$ cat config.mk
export PLATFORM = sky130hd
export DESIGN_NAME = poa_ctrl
export DESIGN_NICKNAME = d
export VERILOG_FILES = /design/src/rtl/core/poa_pkg.sv /design/src/rtl/core/poa_ctrl.sv
export SDC_FILE = /design/constraint.sdc
export NUM_CORES = 1
export LEC_CHECK = 0
export ABC_AREA = 0
export BUFFER_PORTS_ARGS = -buffer_cell sky130_fd_sc_hd__buf_2
export CELL_PAD_IN_SITES_DETAIL_PLACEMENT = 1
export CELL_PAD_IN_SITES_GLOBAL_PLACEMENT = 1
export CORE_MARGIN = 5
export CORE_UTILIZATION = 39
export CTS_CLUSTER_DIAMETER = 30
export CTS_CLUSTER_SIZE = 28
export DETAILED_ROUTE_END_ITERATION = 10
export GPL_ROUTABILITY_DRIVEN = 0
export GPL_TIMING_DRIVEN = 1
export PLACE_DENSITY = 0.87
export SLEW_MARGIN = 30
export SYNTH_ARGS = -nofsm -noshare
export SYNTH_HDL_FRONTEND = slang
export SYNTH_SLANG_ARGS = --single-unit
$ cat constraint.sdc
create_clock -name clk_i -period 2.7 [get_ports clk_i]
set_input_delay 0.81 -clock clk_i [delete_from_list [all_inputs] [get_ports clk_i]]
set_output_delay 0.81 -clock clk_i [all_outputs]
set_load 0.05 [all_outputs]
$ cat src/rtl/core/poa_pkg.sv
// ---------------------------------------------------------------------------
// poa_pkg - shared types and constants of the Path ORAM access unit
// Tree geometry, stash sizing, status codes, controller states and the
// command/status structs passed between controller and datapath.
// ---------------------------------------------------------------------------
package poa_pkg;

  localparam int TreeHeight  = 10;
  localparam int BucketSlots = 4;
  localparam int StashDepth  = 33;
  localparam int PayloadBits = 64;

  localparam int IdBits       = 10;
  localparam int LeafBits     = 10;
  localparam int DataBits     = 64;
  localparam int StatusBits   = 3;

  localparam int LevelCount   = TreeHeight + 1;
  localparam int NodeBits     = TreeHeight + 1;
  localparam int NodeCount    = 1 << NodeBits;
  localparam int TreeSlots    = NodeCount * BucketSlots;
  localparam int TreeAddrBits = $clog2(TreeSlots);
  localparam int SlotCntBits  = $clog2(BucketSlots + 1);
  localparam int LevelBits    = $clog2(LevelCount + 1);
  localparam int StashIdxBits = $clog2(StashDepth);
  localparam int StashCntBits = $clog2(StashDepth + 1);
  localparam int PathCntBits  = $clog2(LevelCount * BucketSlots + 1);
  localparam int CmpBits      = ((PathCntBits > StashCntBits) ? PathCntBits : StashCntBits) + 1;

  // leaf bits above the tree height are dropped
  localparam int LeafKeep = (TreeHeight < LeafBits) ? TreeHeight : LeafBits;
  localparam logic [LeafBits-1:0] LeafMask = LeafBits'((64'd1 << LeafKeep) - 64'd1);

  typedef enum logic [StatusBits-1:0] {
    ResHit      = 3'd0,
    ResReadMiss = 3'd1,
    ResInserted = 3'd2,
    ResDropped  = 3'd3,
    ResOverflow = 3'd4
  } res_status_e;

  typedef enum logic [3:0] {
    StClear,
    StIdle,
    StCountRd,
    StCountChk,
    StCountEval,
    StLoadRd,
    StLoadWr,
    StLookRd,
    StLookChk,
    StInsert,
    StEvictScan,
    StPad,
    StDone
  } ctrl_state_e;

  typedef struct packed {
    logic                    valid;
    logic [IdBits-1:0]       id;
    logic [LeafBits-1:0]     leaf;
    logic [PayloadBits-1:0]  data;
  } tree_ent_t;

  typedef struct packed {
    logic [IdBits-1:0]       id;
    logic [LeafBits-1:0]     leaf;
    logic [PayloadBits-1:0]  data;
  } stash_ent_t;

  typedef struct packed {
    logic                    start;
    logic                    clr;
    logic [TreeAddrBits-1:0] clr_addr;
    logic [LevelBits-1:0]    level;
    logic [SlotCntBits-1:0]  slot;
    logic [StashIdxBits-1:0] rd_idx;
    logic [StashIdxBits-1:0] chk_idx;
    logic                    path_rd;
    logic                    path_count;
    logic                    path_load;
    logic                    stash_rd;
    logic                    look_chk;
    logic                    insert;
    logic                    evict_chk;
    logic                    level_start;
    logic                    pad;
    logic                    abort;
    logic                    finish;
  } dp_cmd_t;

  typedef struct packed {
    logic fits;
    logic out_busy;
  } dp_stat_t;

endpackage

$ cat src/rtl/core/poa_ctrl.sv
// ---------------------------------------------------------------------------
// poa_ctrl - access sequencer
// Walks the clearing pass, path count, path load, stash lookup, insert and
// per-level eviction, issuing one datapath command per cycle.
// ---------------------------------------------------------------------------
module poa_ctrl (
  input  logic              clk_i,
  input  logic              rst_ni,
  input  logic              s_axis_tvalid,
  output logic              s_axis_tready,
  input  poa_pkg::dp_stat_t stat_i,
  output poa_pkg::dp_cmd_t  cmd_o
);

  poa_pkg::ctrl_state_e state_q, state_d;
  logic [poa_pkg::LevelBits-1:0]    level_q, level_d;
  logic [poa_pkg::SlotCntBits-1:0]  slot_q, slot_d;
  logic [poa_pkg::StashCntBits-1:0] sidx_q, sidx_d;
  logic [poa_pkg::TreeAddrBits-1:0] clr_q, clr_d;

  logic last_slot, last_level;

  assign last_slot  = (slot_q == poa_pkg::SlotCntBits'(poa_pkg::BucketSlots - 1));
  assign last_level = (level_q == poa_pkg::LevelBits'(poa_pkg::TreeHeight));

  always_ff @(posedge clk_i or negedge rst_ni) begin
    if (!rst_ni) begin
      state_q <= poa_pkg::StClear;
      level_q <= '0;
      slot_q  <= '0;
      sidx_q  <= '0;
      clr_q   <= '0;
    end else begin
      state_q <= state_d;
      level_q <= level_d;
      slot_q  <= slot_d;
      sidx_q  <= sidx_d;
      clr_q   <= clr_d;
    end
  end

  always_comb begin
    state_d = state_q;
    level_d = level_q;
    slot_d  = slot_q;
    sidx_d  = sidx_q;
    clr_d   = clr_q;
    s_axis_tready = 1'b0;

    cmd_o          = '0;
    cmd_o.clr_addr = clr_q;
    cmd_o.level    = level_q;
    cmd_o.slot     = slot_q;
    cmd_o.rd_idx   = sidx_q[poa_pkg::StashIdxBits-1:0];
    cmd_o.chk_idx  = sidx_q[poa_pkg::StashIdxBits-1:0];

    unique case (state_q)
      poa_pkg::StClear: begin
        cmd_o.clr = 1'b1;
        clr_d = clr_q + 1'b1;
        if (clr_q == poa_pkg::TreeAddrBits'(poa_pkg::TreeSlots - 1)) begin
          state_d = poa_pkg::StIdle;
        end
      end
      poa_pkg::StIdle: begin
        s_axis_tready = !stat_i.out_busy;
        if (s_axis_tvalid && !stat_i.out_busy) begin
          cmd_o.start = 1'b1;
          level_d = '0;
          slot_d  = '0;
          state_d = poa_pkg::StCountRd;
        end
      end
      poa_pkg::StCountRd: begin
        cmd_o.path_rd = 1'b1;
        state_d = poa_pkg::StCountChk;
      end
      poa_pkg::StCountChk: begin
        cmd_o.path_count = 1'b1;
        state_d = poa_pkg::StCountRd;
        if (last_slot) begin
          slot_d = '0;
          if (last_level) begin
            state_d = poa_pkg::StCountEval;
          end else begin
            level_d = level_q + 1'b1;
          end
        end else begin
          slot_d = slot_q + 1'b1;
        end
      end
      poa_pkg::StCountEval: begin
        level_d = '0;
        slot_d  = '0;
        if (stat_i.fits) begin
          state_d = poa_pkg::StLoadRd;
        end else begin
          cmd_o.abort = 1'b1;
          state_d = poa_pkg::StIdle;
        end
      end
      poa_pkg::StLoadRd: begin
        cmd_o.path_rd = 1'b1;
        state_d = poa_pkg::StLoadWr;
      end
      poa_pkg::StLoadWr: begin
        cmd_o.path_load = 1'b1;
        state_d = poa_pkg::StLoadRd;
        if (last_slot) begin
          slot_d = '0;
          if (last_level) begin
            sidx_d  = '0;
            state_d = poa_pkg::StLookRd;
          end else begin
            level_d = level_q + 1'b1;
          end
        end else begin
          slot_d = slot_q + 1'b1;
        end
      end
      poa_pkg::StLookRd: begin
        cmd_o.stash_rd = 1'b1;
        state_d = poa_pkg::StLookChk;
      end
      poa_pkg::StLookChk: begin
        cmd_o.look_chk = 1'b1;
        if (sidx_q == poa_pkg::StashCntBits'(poa_pkg::StashDepth - 1)) begin
          state_d = poa_pkg::StInsert;
        end else begin
          sidx_d  = sidx_q + 1'b1;
          state_d = poa_pkg::StLookRd;
        end
      end
      poa_pkg::StInsert: begin
        cmd_o.insert      = 1'b1;
        cmd_o.level_start = 1'b1;
        level_d = '0;
        sidx_d  = '0;
        state_d = poa_pkg::StEvictScan;
      end
      poa_pkg::StEvictScan: begin
        // read of entry k overlaps the check of entry k-1
        cmd_o.stash_rd  = (sidx_q < poa_pkg::StashCntBits'(poa_pkg::StashDepth));
        cmd_o.evict_chk = (sidx_q != '0);
        cmd_o.chk_idx   = poa_pkg::StashIdxBits'(sidx_q - 1'b1);
        sidx_d = sidx_q + 1'b1;
        if (sidx_q == poa_pkg::StashCntBits'(poa_pkg::StashDepth)) begin
          slot_d  = '0;
          state_d = poa_pkg::StPad;
        end
      end
      poa_pkg::StPad: begin
        cmd_o.pad = 1'b1;
        if (last_slot) begin
          slot_d = '0;
          if (last_level) begin
            state_d = poa_pkg::StDone;
          end else begin
            cmd_o.level_start = 1'b1;
            level_d = level_q + 1'b1;
            sidx_d  = '0;
            state_d = poa_pkg::StEvictScan;
          end
        end else begin
          slot_d = slot_q + 1'b1;
        end
      end
      poa_pkg::StDone: begin
        cmd_o.finish = 1'b1;
        state_d = poa_pkg::StIdle;
      end
      default: begin
        state_d = poa_pkg::StIdle;
      end
    endcase
  end

endmodule

==> impl_metrics.tcl, run 1 <==
set metrics [dict create \
    clock_latency_ns 0.28 \
    tns_ns -0.253 \
    detail_route.iter0.violations 74 \
    p_seq_frac 0.299 \
    synth-simple-area-share 0.261 \
    period_needed_ns 2.87 \
    fill_cells 621 \
    antenna_found_initial 0 \
    row_count 26 \
    max_slew_margin 0.544 \
    synthDistinctLibCells 50 \
    firstDrtPassIters 4 \
    initial_core_util 0.398 \
    drc 0 \
    synth-main-ff-cell "dfrtp_1" \
    first_global_vias 2033 \
    yosysWarnings 0 \
    io_pins 51 \
    core_area_um2 5040 \
    synth_compound_area_frac 0.142 \
    required_ns 1.89 \
    htreeDepth 2 \
    clockBufferDepth 2 \
    clk_pin_slew_ns 0.06 \
    critPathKind "reg -> out" \
    p_comb_frac 0.506 \
    final_util 0.518 \
    fin_crit_sh 1.06 \
    synth_edf_count 0 \
    port_buffers 50 \
    endpoint_kind "output pin" \
    hold_ws_ns 0.498 \
    rsz0062_at_grt "yes" \
    grt_pass1_wl_mm 9.86 \
    grt-ovfl-total 0 \
    path_max_fanout 2 \
    synth_xor_area_frac 0.0780 \
    die_y_um 81.7 \
    syn2layout_area_growth_pct 30.3 \
    tightest_slew_ns 0.684 \
    hold_viol 0 \
    die_area_um2 6680 \
    synth_top_family_by_area "simple AND/OR/NAND/NOR gates" \
    wirelength_mm 5.74 \
    num_antenna_cells 0 \
    root_buffer "clkbuf_8" \
    swShare 0.465 \
    detailedPlace.worstSlack_ns -0.0846 \
    cts_hold_buf 0 \
    setup_viol 2 \
    clkSinkCount 30 \
    ant_nets 0 \
    layout.nets 303 \
    power_w 0.00190 \
    maxCapViolations 0 \
    power_density_nw_per_um2 728 \
    vdd_drop_max_v 0.000648 \
    netlist_area_um2 2010 \
    power_frac_clock 0.195 \
    start_kind "flop" \
    critPathArrivalTime_ns 2.06 \
    grt.total_usage 0.190 \
    drive_gt1_frac 0.347 \
    netSwitchingPower_w 0.000886 \
    grt_max_degree 31 \
    numCtsBuffers 5 \
    internal-power_w 0.00102 \
    drv_slew 0 \
    synth_nets 241 \
    fmax_mhz 348 \
    ys_ff_latch 30 \
    synthArstFlopShare 1.00 \
    dp_hpwl_mm 4.20 \
    leakagePower_nw 1.30 \
    routedWlPerCell_um 16.0 \
    syn_inst 225 \
    fin_skew_ns 0.00931 \
    mostFrequentLayoutCells "45 x buf_2, 28 x nand2_1, 27 x dfrtp_1" \
    layout_commonest_cell "buf_2" \
    synth_mux_area_frac 0.0324 \
    violations "negative setup slack" \
    vias_per_cell 5.36 \
    die_w_um 81.7 \
    hold_class "reg -> reg" \
    avgSynthCellArea_um2 8.91 \
    layout_setup_ws_ns -0.173 \
    seq_area_frac_synth 0.374 \
    status "finished with violations" \
    synth_fa_ha_area_frac 0.0686 \
    vias 1919 \
    cts_tree "done" \
]
cells by family (layout without fill, tap and decap cells):
group | after synthesis | count (layout)
AOI/OAI and AO/OA | 42 | 42
xor gates and xnor gates | 17 | 17
adders and majority gates | 11 | 11
buffers and inverters | 20 | 83
DFF | 30 | 30
muxes | 6 | 6
and+or+nand+nor | 99 | 99
through the flow:
step / instance area [um^2] / instances
final: 2610 / 358
after global routing: 2610 / 358
after floorplan: 2050 / 225
after CTS: 2560 / 357
after detailed placement: 2420 / 346
after global placement: 2420 / 346
flip-flops by register name (all words and copies together) (netlist names):
| name | cells |
|---|---|
| level_q | 4 |
| slot_q | 3 |
| state_q | 4 |
| clr_q | 13 |
| sidx_q | 6 |
layout make-up:
type	count	area, um^2	share of cell area
Multi-Input combinational cell	175	1250	0.478
Sequential cell	30	754	0.289
Clock inverter	1	5.00	0.00191
Tap cell	70	87.6	0.0335
Timing Repair Buffer	66	398	0.152
Inverter	9	33.8	0.0129
Clock buffer	7	86.3	0.0330
power groups by stage:
stage | clock network, W | registers (W) | logic, W
2_1_floorplan | 0 | 0.000716 | 0.000540
3_3_place_gp | 0 | 0.000571 | 0.000899
3_5_place_dp | 0 | 0.000574 | 0.000924
4_1_cts | 0.000383 | 0.000568 | 0.000950
5_1_grt | 0.000401 | 0.000582 | 0.00105
6_report | 0.000370 | 0.000570 | 0.000964
per-layer routing:
| layer | vias up | routed length [um] | GRT usage |
|---|---|---|---|
| li1 | 916 | - | - |
| met5 | - | 0 | 0 |
| met3 | 12 | 249 | 0.0362 |
| met1 | 943 | 2460 | 0.233 |
| met2 | 48 | 2940 | 0.331 |
| met4 | 0 | 91 | 0.0698 |
final timing paths:
kind	startpoint	to	slack [ns]	depth (start not counted)
min in group asynchronous	rst_ni	level_q[1]	0.57	1
max in group asynchronous	rst_ni	level_q[0]	1.64	1
setup / recovery	state_q[2]	cmd_o[16]	-0.17	7
hold / removal	clr_q[12]	clr_q[12]	0.50	1
hold reg to reg	clr_q[12]	clr_q[12]	0.50	1
setup reg to reg	state_q[2]	level_q[3]	0.38	10
Yosys cell counts, types with 2 or more instances:
cell type  number  area, um^2
a21o_1          2        15.0
a21oi_1         7        35.0
a31oi_1         5        31.3
a41oi_1         2        17.5
and2_1          3        18.8
and3_1          6        37.5
and4_1          2        17.5
clkbuf_1        8        30.0
dfrtp_1        30         751
ha_1           11         138
inv_1           9        33.8
mux2_2          4        45.0
mux2i_1         2        20.0
nand2_1        28         105
nand2b_1        4        25.0
nand3_1        14        70.1
nand3b_1        3        22.5
nand4_1         5        31.3
nor2_1         19        71.3
nor2b_1         4        25.0
nor3_1          2        10.0
o211ai_1        3        22.5
o21ai_0         8        40.0
o21bai_1        2        15.0
o31ai_1         3        22.5
xnor2_1        10        87.6
xor2_1          6        52.6
timing repair:
action                                  CTS  global route
pin swaps                                 2             2
setup buffers                             3             1
gates resized for setup                   7            14
endpoints found under the setup margin    3             6
worst max-delay path, stage by stage, from the launching register on:
cell and delay (ns):
dfrtp_1 0.40, inv_2 0.09, ha_4 0.15, nand2_4 0.04, or4_4 0.42, or3_4 0.37, xnor2_4 0.14, buf_6 0.17
No activity file was read; power rests on OpenSTA's default activity.
==> inputs of run 2 (changes only) <==
--- a/config.mk
+++ b/config.mk
@@ -16,7 +16,7 @@
 export DETAILED_ROUTE_END_ITERATION = 10
 export GPL_ROUTABILITY_DRIVEN = 0
 export GPL_TIMING_DRIVEN = 1
-export PLACE_DENSITY = 0.87
+export PLACE_DENSITY_LB_ADDON = 0.1
 export SLEW_MARGIN = 30
 export SYNTH_ARGS = -nofsm -noshare
 export SYNTH_HDL_FRONTEND = slang
==> impl_metrics.tcl, run 2 (synthesized netlist as in run 1, its figures left out) <==
set metrics [dict create \
    status "finished with violations" \
    violations "negative setup slack" \
    path_cells "and2b_4, nand2_4, or4_4, or3_4, xnor2_4, buf_6" \
    layout.cells.non_filler 358 \
    grt.total_usage 0.183 \
    tightest_slew_ns 0.691 \
    syn2layout_area_growth_pct 28.8 \
    critPathKind "reg -> out" \
    wirelength_mm 5.69 \
    detail_route.iter0.violations 36 \
    wl_met3_um 302 \
    cts_tree "done" \
    final_area_um2 2580 \
    hold_class "reg -> reg" \
    rsz0062_at_grt "yes" \
    p_seq_frac 0.301 \
    fmax_mhz 343 \
    holdPathStages 1 \
    die_w_um 81.7 \
    worstReg2RegStart "state_q[3]" \
    hold_viol 0 \
    row_count 26 \
    swShare 0.475 \
    vdd_drop_max_v 0.000803 \
    grt_max_degree 31 \
    grt-ovfl-total 0 \
    final_util 0.512 \
    clkSinkCount 30 \
    hold_ws_ns 0.504 \
    met2WireLength_mm 2.70 \
    port_buffers 50 \
    period_needed_ns 2.92 \
    num_antenna_cells 0 \
    endpoint_kind "output pin" \
    routed.top_layer "met4" \
    die_area_um2 6680 \
    dp.cells 347 \
    dpl_cell_area_um2 2430 \
    drive_gt1_frac 0.344 \
    setup_viol 1 \
    hold_end "clr_q[11]" \
    critPathArrivalTime_ns 2.11 \
    leakagePower_nw 1.30 \
    fin_crit_sh 1.08 \
    critPathMaxStageDelay_ns 0.41 \
    firstDrtPassIters 4 \
    grt_pass1_wl_mm 9.59 \
    detailedPlace.worstSlack_ns -0.0620 \
    power_density_nw_per_um2 731 \
    cts_hold_buf 0 \
    wl_met1_mm 2.63 \
    reg2reg_to "state_q[2]" \
    slowest_stage "or4_4" \
    top_regs "clr_q (13), sidx_q (6)" \
    drv_slew 0 \
    netSwitchingPower_w 0.000897 \
    drc 0 \
    p_comb_frac 0.510 \
    rrSetupSlack_ns 0.44 \
    layout.nets 303 \
    die_y_um 81.7 \
    maxCapViolations 0 \
    largest_reg_flops 13 \
    cp_top_family "simple AND/OR/NAND/NOR gates" \
    max_slew_margin 0.539 \
    power_frac_clock 0.189 \
    htreeDepth 2 \
    start_kind "flop" \
    internal-power_w 0.000993 \
    root_buffer "clkbuf_8" \
    largest_register "clr_q" \
    vias_per_cell 5.30 \
    vias 1896 \
    layout_setup_ws_ns -0.217 \
    fin_skew_ns 0.0104 \
    dp_hpwl_mm 4.11 \
    crit_buf_inv 1 \
    ff2ff_path_depth 9 \
    routedWlPerCell_um 15.9 \
    clockBufferDepth 2 \
    mostFrequentLayoutCells "45 x buf_2, 28 x nand2_1, 28 x dfrtp_1" \
    layout_commonest_cell "buf_2" \
    io_pins 51 \
    numCtsBuffers 5 \
    required_ns 1.89 \
    antenna_found_initial 0 \
    clk_pin_slew_ns 0.07 \
    ant_nets 0 \
    core_area_um2 5040 \
    path_max_fanout 2 \
    first_global_vias 2035 \
    clock_latency_ns 0.29 \
    hp-start "clr_q[11]" \
    initial_core_util 0.398 \
]
run 2: worst max-delay path by stage:
| stage | endpoint | startpoint | cells past startpoint |
|---|---|---|---|
| after floorplan | cmd_o[16] | state_q[2] | 6 |
| after global placement | cmd_o[16] | state_q[2] | 7 |
| after detailed placement | cmd_o[16] | state_q[2] | 7 |
| after CTS | cmd_o[16] | state_q[0] | 6 |
| after global routing | cmd_o[16] | state_q[0] | 6 |
| final | cmd_o[16] | state_q[0] | 6 |
run 2: timing repair:
action	4_1_cts	5_1_grt
setup endpoints to repair	3	7
buffers inserted	2	1
pin swaps	2	1
resized for setup	8	9
run 2: worst register-to-register path: cells and delay by family (launching register included):
kind,cells,cell delay [ns]
and+or+nand+nor,2,0.35
buffers and inverters,3,0.42
DFF,1,0.41
AOI/OAI and AO/OA,2,0.31
adders and majority gates,1,0.27
muxes,1,0.38
run 2: routing by layer:
metal / vias to the layer above / global-route usage
met1: 918 / 0.234
met3: 6 / 0.0351
li1: 915 / -
met2: 57 / 0.318
met5: - / 0
met4: 0 / 0.0465
run 2: through the flow:
stage	setup TNS, ns	power, W
3_5_place_dp	-0.0620	0.00151
4_1_cts	-0.270	0.00189
6_report	-0.217	0.00189
5_1_grt	-0.376	0.00203
3_3_place_gp	-0.00701	0.00149
2_1_floorplan	-0.112	0.00126
run 2: final cells by class:
type,count,area (um^2)
fill,604,2460
multi-input combinational,175,1230
sequential,30,753
timing repair buffer,66,394
tap,70,87.6
clock buffer,6,72.6
inverter,9,33.8
clock inverter,2,10.0
run 2: power groups by stage:
stage / logic [W] / registers, W / clock network [W]
5_1_grt: 0.00105 / 0.000579 / 0.000400
6_report: 0.000963 / 0.000569 / 0.000358
4_1_cts: 0.000952 / 0.000567 / 0.000370
3_3_place_gp: 0.000920 / 0.000570 / 0
2_1_floorplan: 0.000540 / 0.000716 / 0
3_5_place_dp: 0.000934 / 0.000574 / 0
